[src/sv/spq_pkg.sv]
// types, constants and helpers of the stable priority queue
// used by spq_ctrl, spq_dp, the top level and the checker
package spq_pkg;

   localparam int DEPTH      = 64;
   localparam int ID_BITS    = 16;
   localparam int IDX_BITS   = (DEPTH > 1) ? $clog2(DEPTH) : 1;
   localparam int CNT_BITS   = $clog2(DEPTH + 1);
   localparam int PRI_BITS   = 3;
   localparam int MIN_BITS   = 8;
   localparam int WAIT_BITS  = 14;
   localparam int POS_BITS   = 7;
   localparam int FID_BITS   = 16;
   localparam int PROD_BITS  = CNT_BITS + MIN_BITS;
   localparam int CMP_BITS   = PROD_BITS + WAIT_BITS;

   localparam logic [MIN_BITS-1:0]  MINUTES_RESET = MIN_BITS'(10);
   localparam logic [WAIT_BITS-1:0] WAIT_MAX      = {WAIT_BITS{1'b1}};

   typedef enum logic [1:0] {
      CMD_INSERT = 2'd0,
      CMD_POP    = 2'd1,
      CMD_SEARCH = 2'd2,
      CMD_CLEAR  = 2'd3
   } cmd_type;

   typedef enum logic [1:0] {
      ST_OK        = 2'd0,
      ST_EMPTY     = 2'd1,
      ST_FULL      = 2'd2,
      ST_NOT_FOUND = 2'd3
   } status_type;

   typedef enum logic [3:0] {
      S_IDLE,
      S_START,
      S_INS_STEP,
      S_INS_LAST,
      S_POP_WAIT,
      S_SRCH_STEP,
      S_MUL,
      S_HEAD_RD,
      S_HEAD_WAIT,
      S_DONE
   } state_type;

   typedef enum logic [2:0] {
      POS_HOLD,
      POS_ZERO,
      POS_COUNT,
      POS_DEC,
      POS_INC
   } pos_op_type;

   typedef enum logic [1:0] {
      CNT_HOLD,
      CNT_INC,
      CNT_DEC,
      CNT_CLEAR
   } cnt_op_type;

   typedef struct packed {
      logic [ID_BITS-1:0]  id;
      logic [PRI_BITS-1:0] pri;
   } entry_type;

   localparam int ENTRY_BITS = $bits(entry_type);

   typedef struct packed {
      logic       load_req;
      pos_op_type pos_op;
      logic       rd_back;
      logic       we;
      logic       wr_new;
      logic       set_status;
      status_type status;
      logic       take_entry;
      logic       set_position;
      logic       do_mul;
      logic       pop_head;
      cnt_op_type cnt_op;
      logic       take_head;
      logic       load_out;
   } ctrl_cmd_type;

   typedef struct packed {
      cmd_type cmd;
      logic    full;
      logic    empty;
      logic    stop_ins;
      logic    pos_is_one;
      logic    match;
      logic    last;
      logic    out_free;
   } dp_stat_type;

   // logical place -> physical slot of the circular store
   function automatic logic [IDX_BITS-1:0] wrap_addr(input logic [IDX_BITS-1:0] base,
                                                     input logic [CNT_BITS-1:0] offs);
      logic [CNT_BITS:0] sum;
      sum = (CNT_BITS+1)'(base) + (CNT_BITS+1)'(offs);
      if (sum >= (CNT_BITS+1)'(DEPTH)) begin
         sum = sum - (CNT_BITS+1)'(DEPTH);
      end
      return IDX_BITS'(sum);
   endfunction

endpackage

[src/sv/stable_priority_queue.sv]
// stable priority queue, one command word at a time, result word registered
// clear, full insert and empty pop, search or insert need no walk; other inserts walk from the
// tail to the new place, a search walks from the head to the hit or the last place
// next word taken in the cycle after the result loads
// reset (synchronous) empties the queue and sets minutes_per_place to 10; no clearing pass
// depends on spq_pkg, spq_ctrl, spq_dp, spq_ram
module stable_priority_queue import spq_pkg::*; (
   input  logic                clock,
   input  logic                reset,
   input  logic                req_tvalid,
   output logic                req_tready,
   input  logic [1:0]          req_tuser,   // command
   input  logic [23:0]         req_tdata,   // entry_id, entry_priority, zero pad
   output logic                rsp_tvalid,
   input  logic                rsp_tready,
   output logic [1:0]          rsp_tuser,   // status
   output logic [63:0]         rsp_tdata,   // result_id, result_priority, position,
                                            // wait_minutes, entry_count, is_empty, head_id
   input  logic                csr_we,
   input  logic [MIN_BITS-1:0] csr_wdata    // minutes_per_place
);

   ctrl_cmd_type ctrl_cmd;
   dp_stat_type  dp_stat;

   spq_ctrl u_ctrl (
      .clock      (clock),
      .reset      (reset),
      .req_tvalid (req_tvalid),
      .req_tready (req_tready),
      .stat       (dp_stat),
      .cmd        (ctrl_cmd)
   );

   spq_dp u_dp (
      .clock      (clock),
      .reset      (reset),
      .req_tuser  (req_tuser),
      .req_tdata  (req_tdata),
      .rsp_tvalid (rsp_tvalid),
      .rsp_tready (rsp_tready),
      .rsp_tuser  (rsp_tuser),
      .rsp_tdata  (rsp_tdata),
      .csr_we     (csr_we),
      .csr_wdata  (csr_wdata),
      .cmd        (ctrl_cmd),
      .stat       (dp_stat)
   );

endmodule

[src/sv/spq_ram.sv]
// generic simple dual port ram, one write and one registered read per cycle
// no dependencies
module spq_ram #(
   parameter int WIDTH = 8,
   parameter int DEPTH = 16
) (
   input  logic                                         clock,
   input  logic                                         we,
   input  logic [((DEPTH > 1) ? $clog2(DEPTH) : 1)-1:0] waddr,
   input  logic [WIDTH-1:0]                             wdata,
   input  logic [((DEPTH > 1) ? $clog2(DEPTH) : 1)-1:0] raddr,
   output logic [WIDTH-1:0]                             rdata
);

   logic [WIDTH-1:0] mem_ff [DEPTH];
   logic [WIDTH-1:0] rdata_ff;

   always_ff @(posedge clock) begin
      if (we) begin
         mem_ff[waddr] <= wdata;
      end
      rdata_ff <= mem_ff[raddr];
   end

   assign rdata = rdata_ff;

endmodule

[src/sv/spq_ctrl.sv]
// sequencer of the priority queue: walks each command through its steps
// depends on spq_pkg
module spq_ctrl import spq_pkg::*; (
   input  logic         clock,
   input  logic         reset,
   input  logic         req_tvalid,
   output logic         req_tready,
   input  dp_stat_type  stat,
   output ctrl_cmd_type cmd
);

   state_type state_ff, state_in;

   always_ff @(posedge clock) begin
      if (reset) begin
         state_ff <= S_IDLE;
      end else begin
         state_ff <= state_in;
      end
   end

   always_comb begin
      state_in   = state_ff;
      cmd        = '0;
      req_tready = 1'b0;
      case (state_ff)
         S_IDLE: begin
            req_tready = 1'b1;
            if (req_tvalid) begin
               cmd.load_req = 1'b1;
               state_in     = S_START;
            end
         end
         S_START: begin
            case (stat.cmd)
               CMD_INSERT: begin
                  if (stat.full) begin
                     cmd.set_status = 1'b1;
                     cmd.status     = ST_FULL;
                     state_in       = S_HEAD_RD;
                  end else if (stat.empty) begin
                     cmd.we     = 1'b1;
                     cmd.wr_new = 1'b1;
                     cmd.cnt_op = CNT_INC;
                     state_in   = S_HEAD_RD;
                  end else begin
                     // walk from the tail toward the head
                     cmd.pos_op  = POS_COUNT;
                     cmd.rd_back = 1'b1;
                     state_in    = S_INS_STEP;
                  end
               end
               CMD_POP: begin
                  if (stat.empty) begin
                     cmd.set_status = 1'b1;
                     cmd.status     = ST_EMPTY;
                     state_in       = S_HEAD_RD;
                  end else begin
                     cmd.pos_op = POS_ZERO;
                     state_in   = S_POP_WAIT;
                  end
               end
               CMD_SEARCH: begin
                  if (stat.empty) begin
                     cmd.set_status = 1'b1;
                     cmd.status     = ST_EMPTY;
                     state_in       = S_HEAD_RD;
                  end else begin
                     cmd.pos_op = POS_ZERO;
                     state_in   = S_SRCH_STEP;
                  end
               end
               default: begin
                  cmd.cnt_op = CNT_CLEAR;
                  state_in   = S_HEAD_RD;
               end
            endcase
         end
         S_INS_STEP: begin
            cmd.we = 1'b1;
            if (stat.stop_ins) begin
               cmd.wr_new = 1'b1;
               cmd.cnt_op = CNT_INC;
               state_in   = S_HEAD_RD;
            end else begin
               // move the entry one place back
               cmd.pos_op  = POS_DEC;
               cmd.rd_back = 1'b1;
               if (stat.pos_is_one) begin
                  state_in = S_INS_LAST;
               end
            end
         end
         S_INS_LAST: begin
            cmd.we     = 1'b1;
            cmd.wr_new = 1'b1;
            cmd.cnt_op = CNT_INC;
            state_in   = S_HEAD_RD;
         end
         S_POP_WAIT: begin
            cmd.take_entry = 1'b1;
            cmd.pop_head   = 1'b1;
            cmd.cnt_op     = CNT_DEC;
            state_in       = S_HEAD_RD;
         end
         S_SRCH_STEP: begin
            if (stat.match) begin
               cmd.take_entry   = 1'b1;
               cmd.set_position = 1'b1;
               state_in         = S_MUL;
            end else if (stat.last) begin
               cmd.set_status = 1'b1;
               cmd.status     = ST_NOT_FOUND;
               state_in       = S_HEAD_RD;
            end else begin
               cmd.pos_op = POS_INC;
            end
         end
         S_MUL: begin
            cmd.do_mul = 1'b1;
            state_in   = S_HEAD_RD;
         end
         S_HEAD_RD: begin
            cmd.pos_op = POS_ZERO;
            state_in   = S_HEAD_WAIT;
         end
         S_HEAD_WAIT: begin
            cmd.take_head = 1'b1;
            state_in      = S_DONE;
         end
         S_DONE: begin
            if (stat.out_free) begin
               cmd.load_out = 1'b1;
               state_in     = S_IDLE;
            end
         end
         default: begin
            state_in = S_IDLE;
         end
      endcase
   end

endmodule

[src/sv/spq_dp.sv]
// datapath of the priority queue: circular entry store, pointers,
// search and wait arithmetic, result word register
// depends on spq_pkg and spq_ram
module spq_dp import spq_pkg::*; (
   input  logic                     clock,
   input  logic                     reset,
   input  logic [1:0]               req_tuser,
   input  logic [23:0]              req_tdata,
   output logic                     rsp_tvalid,
   input  logic                     rsp_tready,
   output logic [1:0]               rsp_tuser,
   output logic [63:0]              rsp_tdata,
   input  logic                     csr_we,
   input  logic [MIN_BITS-1:0]      csr_wdata,
   input  ctrl_cmd_type             cmd,
   output dp_stat_type              stat
);

   logic [IDX_BITS-1:0]  head_ff, head_in;
   logic [CNT_BITS-1:0]  count_ff, count_in;
   logic [CNT_BITS-1:0]  pos_ff, pos_in;
   cmd_type              op_ff, op_in;
   logic [ID_BITS-1:0]   id_ff, id_in;
   logic [PRI_BITS-1:0]  pri_ff, pri_in;
   logic [MIN_BITS-1:0]  minutes_ff, minutes_in;
   status_type           status_ff, status_in;
   logic [FID_BITS-1:0]  rid_ff, rid_in;
   logic [PRI_BITS-1:0]  rpri_ff, rpri_in;
   logic [POS_BITS-1:0]  position_ff, position_in;
   logic [WAIT_BITS-1:0] wait_ff, wait_in;
   logic [FID_BITS-1:0]  head_id_ff, head_id_in;
   logic                 out_valid_ff, out_valid_in;
   logic [1:0]           out_user_ff, out_user_in;
   logic [63:0]          out_data_ff, out_data_in;

   logic [IDX_BITS-1:0]  waddr, raddr;
   logic [CNT_BITS-1:0]  rd_log;
   entry_type            wdata, rdata, new_entry;
   logic [PROD_BITS-1:0] product;

   assign new_entry = '{id: id_ff, pri: pri_ff};
   assign wdata     = cmd.wr_new ? new_entry : rdata;
   assign waddr     = wrap_addr(head_ff, pos_ff);
   assign rd_log    = cmd.rd_back ? CNT_BITS'(pos_in - CNT_BITS'(1)) : pos_in;
   assign raddr     = wrap_addr(head_ff, rd_log);
   assign product   = PROD_BITS'(pos_ff) * PROD_BITS'(minutes_ff);

   spq_ram #(
      .WIDTH (ENTRY_BITS),
      .DEPTH (DEPTH)
   ) u_ram (
      .clock (clock),
      .we    (cmd.we),
      .waddr (waddr),
      .wdata (wdata),
      .raddr (raddr),
      .rdata (rdata)
   );

   always_comb begin
      head_in      = head_ff;
      count_in     = count_ff;
      pos_in       = pos_ff;
      op_in        = op_ff;
      id_in        = id_ff;
      pri_in       = pri_ff;
      minutes_in   = csr_we ? csr_wdata : minutes_ff;
      status_in    = status_ff;
      rid_in       = rid_ff;
      rpri_in      = rpri_ff;
      position_in  = position_ff;
      wait_in      = wait_ff;
      head_id_in   = head_id_ff;
      out_valid_in = out_valid_ff && !rsp_tready;
      out_user_in  = out_user_ff;
      out_data_in  = out_data_ff;

      if (cmd.load_req) begin
         op_in       = cmd_type'(req_tuser);
         id_in       = ID_BITS'(req_tdata[15:0]);
         pri_in      = req_tdata[18:16];
         pos_in      = '0;
         status_in   = ST_OK;
         rid_in      = '0;
         rpri_in     = '0;
         position_in = '0;
         wait_in     = '0;
      end

      case (cmd.pos_op)
         POS_ZERO:  pos_in = '0;
         POS_COUNT: pos_in = count_ff;
         POS_DEC:   pos_in = pos_ff - CNT_BITS'(1);
         POS_INC:   pos_in = pos_ff + CNT_BITS'(1);
         default:   ;
      endcase

      case (cmd.cnt_op)
         CNT_INC:   count_in = count_ff + CNT_BITS'(1);
         CNT_DEC:   count_in = count_ff - CNT_BITS'(1);
         CNT_CLEAR: count_in = '0;
         default:   ;
      endcase

      if (cmd.pop_head) begin
         head_in = wrap_addr(head_ff, CNT_BITS'(1));
      end
      if (cmd.set_status) begin
         status_in = cmd.status;
      end
      if (cmd.take_entry) begin
         rid_in  = FID_BITS'(rdata.id);
         rpri_in = rdata.pri;
      end
      if (cmd.set_position) begin
         position_in = POS_BITS'((CNT_BITS+1)'(pos_ff) + (CNT_BITS+1)'(1));
      end
      if (cmd.do_mul) begin
         if (CMP_BITS'(product) > CMP_BITS'(WAIT_MAX)) begin
            wait_in = WAIT_MAX;
         end else begin
            wait_in = WAIT_BITS'(product);
         end
      end
      if (cmd.take_head) begin
         head_id_in = (count_ff == '0) ? '0 : FID_BITS'(rdata.id);
      end
      if (cmd.load_out) begin
         out_valid_in = 1'b1;
         out_user_in  = status_ff;
         out_data_in  = {head_id_ff, (count_ff == '0), POS_BITS'(count_ff),
                         wait_ff, position_ff, rpri_ff, rid_ff};
      end
   end

   always_ff @(posedge clock) begin
      if (reset) begin
         head_ff      <= '0;
         count_ff     <= '0;
         minutes_ff   <= MINUTES_RESET;
         out_valid_ff <= 1'b0;
      end else begin
         head_ff      <= head_in;
         count_ff     <= count_in;
         minutes_ff   <= minutes_in;
         out_valid_ff <= out_valid_in;
      end
      pos_ff      <= pos_in;
      op_ff       <= op_in;
      id_ff       <= id_in;
      pri_ff      <= pri_in;
      status_ff   <= status_in;
      rid_ff      <= rid_in;
      rpri_ff     <= rpri_in;
      position_ff <= position_in;
      wait_ff     <= wait_in;
      head_id_ff  <= head_id_in;
      out_user_ff <= out_user_in;
      out_data_ff <= out_data_in;
   end

   always_comb begin
      stat.cmd        = op_ff;
      stat.full       = (count_ff == CNT_BITS'(DEPTH));
      stat.empty      = (count_ff == '0);
      stat.stop_ins   = (rdata.pri >= pri_ff);
      stat.pos_is_one = (pos_ff == CNT_BITS'(1));
      stat.match      = (rdata.id == id_ff);
      stat.last       = ((CNT_BITS+1)'(pos_ff) + (CNT_BITS+1)'(1) == (CNT_BITS+1)'(count_ff));
      stat.out_free   = !out_valid_ff || rsp_tready;
   end

   assign rsp_tvalid = out_valid_ff;
   assign rsp_tuser  = out_user_ff;
   assign rsp_tdata  = out_data_ff;

endmodule

[config.mk]
export PLATFORM = sky130hd
export DESIGN_NAME = stable_priority_queue
export DESIGN_NICKNAME = d
export VERILOG_FILES = /design/src/sv/spq_pkg.sv /design/src/sv/stable_priority_queue.sv /design/src/sv/spq_ram.sv /design/src/sv/spq_ctrl.sv /design/src/sv/spq_dp.sv
export SDC_FILE = /design/constraint.sdc
export NUM_CORES = 1
export LEC_CHECK = 0
export ABC_CLOCK_PERIOD_IN_PS = 16840
export BUFFER_PORTS_ARGS = -buffer_cell sky130_fd_sc_hd__buf_2
export CAP_MARGIN = 20
export CORE_UTILIZATION = 60
export DETAILED_ROUTE_END_ITERATION = 12
export HOLD_SLACK_MARGIN = 0.02
export PLACE_DENSITY_LB_ADDON = 0.3
export SYNTH_ARGS = -nofsm -noshare
export SYNTH_HDL_FRONTEND = slang
export SYNTH_SLANG_ARGS = --single-unit
[constraint.sdc]
create_clock -name clock -period 16.84 [get_ports clock]
set_input_delay 3.368 -clock clock [delete_from_list [all_inputs] [get_ports clock]]
set_output_delay 3.368 -clock clock [all_outputs]
set_load 0.1 [all_outputs]
# After elaboration in Yosys (flattened, before gate mapping)
# Memory sizes are Yosys's and may differ from the RTL's. A register that Yosys moved wholly into a read port is not among the register bits.
# Cells that the tools add are included.
op_classes:
  n_reduce_logical: 15
  n_eq_ne: 26
  n_addsub: 12
  multipliers: 1
  muxes: 69
  order_cmp: 5
op_table:
  columns: ["cell", "count"]
  rows:
  - ["$mux 14", 3]
  - ["$mux 3", 12]
  - ["$mux 16", 2]
  - ["$pmux 4 s8", 1]
  - ["$mux 4", 7]
  - ["$mux 7", 4]
  - ["$pmux 7 s4", 1]
  - ["$mux 6", 4]
  - ["$pmux 7 s3", 1]
  - ["$sub 7x1->7 const B", 3]
  - ["$mux 19", 1]
  - ["$pmux 3 s2", 3]
  - ["$sub 6x1->6 const B", 3]
  - ["$add 6x7->8", 2]
  - ["$eq 16x16->1", 1]
  - ["$eq 4x3->1 const B", 4]
  - ["$ge 8x7->1 const B", 2]
  - ["$mux 1", 16]
  - ["$gt 15x14->1 const B", 1]
  - ["$mul 7x8->15", 1]
  - ["$add 7x1->7 const B", 2]
  - ["$mux 2", 7]
  - ["$pmux 3 s4", 1]
  - ["$pmux 4 s3", 1]
  - ["32 further kinds", 45]
totals:
  mem_bits_rw: 1216
  inputBits: 39
  out_inout_bits: 68
  memories: 1
  regBits: 178
  elab_cells: 146
memory_table:
  columns: ["name", "depth", "width", "read_ports", "rd_clocked_by_memory_dff", "write_ports", "line_no", "text"]
  rows:
  - ["u_dp.u_ram.mem_ff", 64, 19, 1, 1, 1, "spq_ram.sv:15", "logic [WIDTH-1:0] mem_ff [DEPTH];"]

# Longest topological paths before layout
# Gate-level depths: netlist of the first run.
depth:
  depth_word: 12
  mapped_depth: 23

# Hierarchy
# Synthesis of the first run repeated with hierarchy kept, for this count alone.
unflattened:
  hier_cells: 2969
  hier_area_um2: 57187.3
by_module_without_submodules:
  columns: ["module", "instances", "area_per_inst_um2", "cells_per_inst"]
  rows:
  - ["spq_ram", 1, 47115.2, 2113]
  - ["spq_dp", 1, 9454.1, 766]
  - ["spq_ctrl", 1, 618.1, 90]

# Worst setup path after synthesis of the first run
# Ideal clock, no wire load.
synth_path:
  path_type: "input -> register"
  startpoint: "in rsp_tready"
  endpoint: "reg u_dp.out_data_ff[0] (netlist: u_dp.rsp_tdata[0]) (enable)"
  t_arrival_ns: 8.257
  required_time_ns: 16.255
  path_slack_ns: 7.999
  stages: 2
  setup_ns: 0.585
  cell_sequence: "nor2b_1 > nor3b_1"
synth_rtl:
  columns: ["item", "line_no", "text"]
  rows:
  - ["from (decl)", "stable_priority_queue.sv:15", "input logic rsp_tready,"]
  - ["to (signal assigned)", "spq_dp.sv:159", "out_data_ff <= out_data_in;"]
  - ["to (decl)", "spq_dp.sv:34", "logic [63:0] out_data_ff, out_data_in;"]

# Worst setup path in the final report of the first run
layout_path:
  startpoint: "in req_tvalid"
  endpoint: "reg u_dp.u_ram.rdata_ff[12] (netlist: u_dp.u_ram.rdata[12]) (read register of u_dp.u_ram.mem_ff)"
layout_between:
  elab_chain_cells: 9
  elab_cells_between_ends: 10
  cone_classes: "3 x add/sub; 1 x order compare; 6 x mux"
layout_rtl:
  columns: ["item", "line_no", "text"]
  rows:
  - ["from (decl)", "stable_priority_queue.sv:10", "input logic req_tvalid,"]
  - ["$mux 1 *", "spq_ctrl.sv:29", "if (req_tvalid) begin"]
  - ["$mux 1 *", "spq_ctrl.sv:26", "case (state_ff)"]
  - ["$mux 7 *", "spq_dp.sv:78", "if (cmd.load_req) begin"]
  - ["$pmux 7 s4 *", "spq_dp.sv:90", "case (cmd.pos_op)"]
  - ["named net u_dp.pos_in[0]", "spq_dp.sv:21", "logic [CNT_BITS-1:0] pos_ff, pos_in;"]
  - ["$sub 7x1->7", "spq_dp.sv:44", "assign rd_log = cmd.rd_back ? CNT_BITS'(pos_in - CNT_BITS'(1)) : pos_in;"]
  - ["$mux 7 *", "spq_dp.sv:44", null]
  - ["$add 6x7->8 *", "spq_pkg.sv:101", "sum = (CNT_BITS+1)'(base) + (CNT_BITS+1)'(offs);"]
  - ["$ge 8x7->1 or $sub 6x1->6 (tied branches)", "spq_pkg.sv:102, spq_pkg.sv:103", null]
  - ["$mux 6 *", "spq_pkg.sv:102", "if (sum >= (CNT_BITS+1)'(DEPTH)) begin"]
  - ["to (decl)", "spq_ram.sv:16", "logic [WIDTH-1:0] rdata_ff;"]
# Mark *: on every way through the listed nets, which the timed path passes. The rest lies on a longest branch.
# A chain may end at the register's enable or synchronous reset.

==> run summary, run 1 <==
Post-Synth Adder-Cell Area - 0.0245
FF-to-FF path depth - 17
Port Buffers - 101
WL per Instance - 30.4 µm
Hold wc startpoint - u_dp.head_id_ff[15]$_SDFFCE_PN0P_
Slew HR - 0.304
CTS root buf - clkbuf_16
Drt first pass iters - 6
Syn Inst Count - 2682
Cell family with most CP delay - multiplexers
Hold EP - u_dp.rsp_tdata[63]$_DFFE_PP_
Arr. time, crit path - 9410 ps
# IOs - 107
Synthesized flop and latch total - 1413
Critical setup path kind - in2reg
HP Class - reg2reg
Most frequent CP cell - mux2i_1
Routability cong. - 0.832
Clock sinks - 1413
Combinational Power Share - 0.437
R2r endpoint - u_dp.u_ram.rdata[12]$_DFF_P_
Setup_tns - 0 ps
Final cell count without fillers - 4268
Vias in the first global route - 28200
Proportion of layout cells with a drive suffix above 1 - 0.294
Largest net degree at the start of global routing - 135
Compound-Gate Fraction of Synth Area - 0.0137
Synth warn - 0
Leak pwr - 20.7 nW
Most common cell after layout, fill and taps aside - edfxtp_1
CP bufs+invs - 4
CTS clk-pin slew, worst paths - 60 ps
Core Rows - 112
Die area - 95800 µm²
Worst Hold Path Cells - 0
Via count - 27700
Final hold vios - 0
Syn Area/Cell - 21.2 µm²
Pins over their slew limit - 0
Cell Area, Synth - 56700 µm²
Postcts setup bufs - 0
Slowest cell on crit path - fa_4
Maxcap violations - 0
Total Nets Final - 3029
Worst clock skew - 31.7 ps
Setup crit start kind - input pin
Largest family of logic cells by synthesized area - multiplexers
Yosys top cell by area - edfxtp_1
H-tree levels - 4
Switching Fraction - 0.345
CTS Buffer Depth - 3
# setup viols final - 0
CTS tree - done
Number of vias per cell - 6.50
Metal3 WL - 12100 µm
Clk pwr share - 0.220
Core area - 93500 µm²
Crit-path max cell delay - 1180 ps
Residual DRC - 0
Seq/Total Area, Yosys - 0.739
DRT iter0 DRCs - 3811
DRT met1 WL - 47800 µm
Yosys cell types - 74
Max Used Layer - met4
Total clock buffers created by CTS - 140
Post-synthesis xor/xnor area fraction - 0.0126
Synthesized net count - 2813
CP Cell Sequence - buf_2 -> nand2_1 -> nand3_1 -> nor2_4 -> o21ai_4 -> a32oi_2 -> inv_1 -> ha_1 -> mux2i_1 -> fa_4 -> buf_12 -> buf_4 -> mux4_2 -> mux4_2 -> mux2i_1 -> mux2i_1
PwrDens - 222 nW/µm²
Worst-Margin Slew - 1040 ps
Antenna viol nets, final - 0
Status - complete, no violations
Reg-to-reg startpoint - u_dp.pos_ff[0]$_DFF_P_
Mux share of post-synthesis cell area - 0.166
Worst endpoint required time - 17430 ps
Final worst path period need - 8820 ps
Max FO, Critical Path - 134
First-pass GRT wire length - 188000 µm
DRT Wirelength - 130000 µm
Synth Area in Simple Gates - 0.0311
GR Util All Layers - 0.277
Die X - 309 µm
Fin crit share - 0.524
Internal power - 0.00933 W
Most frequent cells in the layout - edfxtp_1 (1361), mux4_2 (380), clkbuf_16 (142)
EDFF count, synth - 1361
Worst-Skew Late Latency - 750 ps
Top post-synthesis cells by area - edfxtp_1 (72%), mux4_2 (15%), dfxtp_1 (1.8%), ha_1 (1.3%), mux2i_1 (1.2%)
Worst VDD drop - 368 µV
Synth Flop Type - edfxtp_1
Hold_buf cts - 0
Area delta synth->final - 13.1%
FFs w/ async S/R, synth - 0
Initial antenna violation count - 1
HPWL Detailed - 68600 µm
Area share of the largest cell type after synthesis - 0.720
Reg power frac - 0.343
Die Height - 309 µm
Fmax - 113 MHz
Starting Density - 0.607
Unrepaired setup endpoints after global routing - false
FF-to-FF setup slack - 8820 ps
Psw - 0.00491 W
Crit end category - flip-flop
Post-CTS Resized - 0
Placed Instances - 3997
Met2 routed WL - 65800 µm
GRT overflow - 0
==> synthesized netlist by cell type (3+ instances only) <==
| cell type | number |
|---|---|
| nor4_1 | 8 |
| or2_2 | 3 |
| nand3_1 | 15 |
| inv_1 | 59 |
| xnor2_1 | 31 |
| clkbuf_1 | 82 |
| dfxtp_1 | 52 |
| nor2b_1 | 26 |
| nand4_1 | 6 |
| fa_1 | 32 |
| a31oi_1 | 4 |
| mux4_2 | 380 |
| a211o_1 | 3 |
| nor3_1 | 12 |
| edfxtp_1 | 1361 |
| and2_1 | 64 |
| ha_1 | 60 |
| o21bai_1 | 5 |
| nor2_1 | 114 |
| or3_1 | 6 |
| buf_1 | 32 |
| mux2_2 | 18 |
| mux2i_1 | 68 |
| nand2_1 | 63 |
| a21oi_1 | 47 |
| xor2_1 | 39 |
| nor3b_1 | 4 |
| nand2b_1 | 4 |
| o21ai_0 | 12 |
| a21o_1 | 10 |
| buf_2 | 4 |
==> layout make-up <==
cell class / instances / area (µm²)
clock inverters: 78 / 895
well taps: 1254 / 1570
repair buffers: 197 / 1470
clock buffers: 178 / 3730
fillers: 5569 / 29300
diodes: 2 / 5.00
flip-flops and latches: 1413 / 41900
inverters: 59 / 221
multi-input cells: 1087 / 14300
==> worst max-delay path by stage <==
stage,endpoint,cells past startpoint,from,slack (ps)
after floorplan,u_dp.rsp_tdata[0]$_DFFE_PP_,2,rsp_tready,8000
after global placement,u_dp.u_ram.rdata[12]$_DFF_P_,16,req_tvalid,7490
after detailed placement,u_dp.u_ram.rdata[12]$_DFF_P_,16,req_tvalid,7380
after CTS,u_dp.u_ram.rdata[12]$_DFF_P_,16,req_tvalid,8170
after global routing,u_dp.u_ram.rdata[12]$_DFF_P_,16,req_tvalid,7900
final,u_dp.u_ram.rdata[12]$_DFF_P_,16,req_tvalid,8020
==> registers in the layout, indices dropped and copies added (netlist names), 3 cells and up <==
register and count:
u_dp.u_ram.rdata 19, u_dp.rsp_tdata 64, u_dp.position_ff 7, u_dp.rid_ff 16
u_dp.wait_ff 14, u_dp.rpri_ff 3, u_dp.pri_ff 3, u_dp.id_ff 16
u_ctrl.state_ff 4, u_dp.count_ff 7, u_dp.head_id_ff 16, u_dp.minutes_ff 8
u_dp.pos_ff 7, u_dp.head_ff 6, u_dp.u_ram.mem_ff 1216
==> cells by family (layout without fill, tap and decap cells) <==
family | Yosys count | after routing
compound gates | 112 | 112
xor+xnor | 74 | 74
fa+ha+maj | 92 | 92
buf+inv | 182 | 512
flops | 1413 | 1413
mux | 466 | 466
other cells | 0 | 2
simple gates | 343 | 343
==> worst reg2reg max path, delay by kind of cell (launching register included) <==
kind	cells	cell delay [ps]
fa+ha+maj	3	1870
mux	5	1820
buf+inv	3	1610
simple gates	4	880
compound gates	2	860
flops	1	830
==> per-stage QoR <==
| stage | util | hold WS [ps] | setup WS, ps | power (W) | instance area, µm² |
|---|---|---|---|---|---|
| final | 0.686 | 415 | 8020 | 0.0142 | 64100 |
| after global routing | 0.686 | 419 | 7900 | 0.0147 | 64100 |
| after CTS | 0.683 | 417 | 8170 | 0.0142 | 63800 |
| after detailed placement | 0.634 | 405 | 7380 | 0.0110 | 59200 |
| after global placement | 0.633 | 401 | 7490 | 0.0108 | 59200 |
| after floorplan | - | 400 | 8000 | 0.00918 | 56700 |
==> power by group through the flow <==
| stage | clock (W) | sequential, W | combinational, W |
|---|---|---|---|
| 2_1_floorplan | 0 | 0.00488 | 0.00430 |
| 3_3_place_gp | 0 | 0.00496 | 0.00586 |
| 3_5_place_dp | 0 | 0.00497 | 0.00605 |
| 4_1_cts | 0.00317 | 0.00490 | 0.00613 |
| 5_1_grt | 0.00330 | 0.00489 | 0.00655 |
| 6_report | 0.00313 | 0.00488 | 0.00622 |
==> routing by layer <==
layer | up-vias | GRT usage
met3 | 261 | 0.0565
met5 | - | 0
met2 | 1601 | 0.463
met4 | 0 | 0.0928
met1 | 14500 | 0.370
li1 | 11400 | -
Power figures use the tool's default switching activity.
==> run 2: changes to the inputs <==
- ABC_AREA: unset -> 1
- ABC_CLOCK_PERIOD_IN_PS: 16840 -> 7310
- CORE_UTILIZATION: 60 -> 57
- clock period: 16.84 -> 7.31 ns (I/O delays scaled with it)
==> run summary, run 2 <==
Area share of the largest cell type after synthesis - 0.702
FFs w/ async S/R, synth - 0
Total Nets Final - 4340
Design area - 65400 µm²
# IOs - 107
Slew HR - 0.346
Setup crit start kind - flip-flop
DRT Wirelength - 141000 µm
Dpl cell area - 61000 µm²
Worst endpoint required time - 7980 ps
Crit. path cell count - 24
Crit end category - flip-flop
Fmax - 153 MHz
Grt met2 use - 0.438
Worst Hold Path Cells - 0
Synthesized flop and latch total - 1413
Most frequent CP cell - nand3_1
CP Launch Point - u_dp.pos_ff[1]$_DFF_P_
GR Util All Layers - 0.274
Post-CTS Resized - 0
GRT Max-Usage Layer - met2
Core area - 101000 µm²
Fin crit share - 0.893
CTS root buf - clkbuf_16
Seq/Total Area, Yosys - 0.720
WL per Instance - 24.8 µm
Die area - 103000 µm²
Synth Flop Type - edfxtp_1
Final worst path period need - 6530 ps
DRT iter0 DRCs - 4602
Setup_tns - 0 ps
Slowest cell on crit path - fa_4
Top post-synthesis cells by area - edfxtp_1 (70%), mux2i_1 (5.2%), o221ai_1 (4.6%), nor2_1 (3.1%), o21ai_0 (3.1%)
Area delta synth->final - 12.3%
Crit-path max cell delay - 1100 ps
Synth warn - 0
Initial antenna violation count - 5
Total clock buffers created by CTS - 141
Cell family with most CP delay - adder cells
Antenna viol nets, final - 0
Final hold vios - 0
Yosys top cell by area - edfxtp_1
CP Cell Sequence - inv_1 -> ha_1 -> inv_1 -> nand2_1 -> nand2_1 -> nor2_1 -> nand3_1 -> nor2_1 -> nand3_4 -> nand2_4 -> nand3_1 -> nand3_2 -> inv_1 -> ha_1 -> o21ai_0 -> fa_4 -> buf_12 -> buf_12 -> o21ai_0 -> o221ai_1 -> nand3_1 -> a32oi_1 -> nand3_1 -> nand2_1
Postcts setup bufs - 0
CP bufs+invs - 5
Drt first pass iters - 6
Port Buffers - 101
Worst-Margin Slew - 979 ps
Hold_buf cts - 0
CTS tree - done
Syn Inst Count - 4094
Clock sinks - 1413
Unrepaired setup endpoints after global routing - false
R2r endpoint - u_dp.u_ram.rdata[0]$_DFF_P_
CTS Buffer Depth - 3
Die Height - 322 µm
M1 GR Usage - 0.368
Maxcap violations - 0
Die X - 322 µm
Most common cell after layout, fill and taps aside - edfxtp_1
Proportion of layout cells with a drive suffix above 1 - 0.126
H-tree levels - 4
Setup crit end - u_dp.u_ram.rdata[0]$_DFF_P_
Top reg by flops - u_dp.u_ram.mem_ff
EDFF count, synth - 1361
Starting Density - 0.579
Worst clock skew - 27.3 ps
HP Class - reg2reg
Worst-Skew Late Latency - 770 ps
Via count - 35400
Arr. time, crit path - 7200 ps
WHS - 411 ps
Status - complete, no violations
HPWL Detailed - 78900 µm
Met3 Usage GRT - 0.0478
Residual DRC - 0
GRT overflow - 0
Vias in the first global route - 34300
Post-synth top cells - edfxtp_1 (1361), nor2_1 (485), o21ai_0 (358)
Synthesized net count - 4225
Top-count cell post-synth - edfxtp_1
Core Rows - 116
Most frequent cells in the layout - edfxtp_1 (1361), nor2_1 (446), o21ai_0 (339)
Setup WS pre-CTS - 1030 ps
Final worst slack - 779 ps
First-pass GRT wire length - 210000 µm
Routability cong. - 0.859
CTS clk-pin slew, worst paths - 60 ps
Pins over their slew limit - 0
Yosys cell types - 51
FF-to-FF path depth - 24
Max FO, Critical Path - 64
Critical setup path kind - reg2reg
Cell Area, Synth - 58200 µm²
Syn Area/Cell - 14.2 µm²
Max FFs per register - 1216
Reg-to-reg startpoint - u_dp.pos_ff[1]$_DFF_P_
Number of vias per cell - 6.24
FF-to-FF setup slack - 780 ps
# setup viols final - 0
Largest net degree at the start of global routing - 132
==> run 2: changes by cell type after synthesis, moves of 63 or more <==
cell,delta
and2_1,-63
mux2i_1,+236
o21ai_0,+346
nand3_1,+177
clkbuf_1,+131
o221ai_1,+304
mux4_2,-380
nor2_1,+371
nand2_1,+170
inv_1,+125
==> run 2: cells by family (layout without fill, tap and decap cells) <==
logic type | after synthesis | after routing | synth area share
AO/OA/AOI/OAI | 800 | 800 | 0.0927
XOR/XNOR | 46 | 46 | 0.00716
adder cells (fa/ha/maj) | 92 | 92 | 0.0239
buffers and inverters | 460 | 687 | 0.0313
flip-flops | 1413 | 1413 | 0.720
multiplexers | 304 | 304 | 0.0523
other | 0 | 1 | 0
AND/OR/NAND/NOR | 979 | 979 | 0.0727
==> run 2: area by class of cell <==
type	instances	area, µm²
flip-flops and latches	1413	41900
fillers	6958	35200
multi-input cells	2221	14900
clock buffers	189	3800
repair buffers	233	1780
well taps	1357	1700
inverters	199	757
clock inverters	66	578
diodes	1	2.50
==> run 2: worst min-delay path by stage <==
stage,startpoint,endpoint
6_report,u_dp.position_ff[4]$_SDFFCE_PN0P_,u_dp.rsp_tdata[23]$_DFFE_PP_
5_1_grt,u_dp.rid_ff[7]$_SDFFCE_PN0P_,u_dp.rsp_tdata[7]$_DFFE_PP_
3_3_place_gp,u_dp.rid_ff[4]$_SDFFCE_PN0P_,u_dp.rsp_tdata[4]$_DFFE_PP_
4_1_cts,u_dp.head_id_ff[7]$_SDFFCE_PN0P_,u_dp.rsp_tdata[55]$_DFFE_PP_
3_5_place_dp,u_dp.rid_ff[11]$_SDFFCE_PN0P_,u_dp.rsp_tdata[11]$_DFFE_PP_
2_1_floorplan,u_dp.rid_ff[0]$_SDFFCE_PN0P_,u_dp.rsp_tdata[0]$_DFFE_PP_
==> run 2: stage by stage <==
stage                util  std cells
floorplan               -       4094
global placement    0.606       5418
detailed placement  0.606       5421
CTS                 0.650       5676
global route        0.650       5678
finish              0.650       5679
==> run 2: routing by layer <==
layer	part of all wire	routed length, µm	vias to the layer above
met3	0.095	13300	286
li1	-	-	15800
met2	0.48	67100	1796
met1	0.39	54600	17600
met4	0.043	6000	0
met5	0	0	-
Power of run 2 is left out: the tool's default activity adds up to more than one toggle a clock period on the data nets, which glitch-free logic cannot reach.
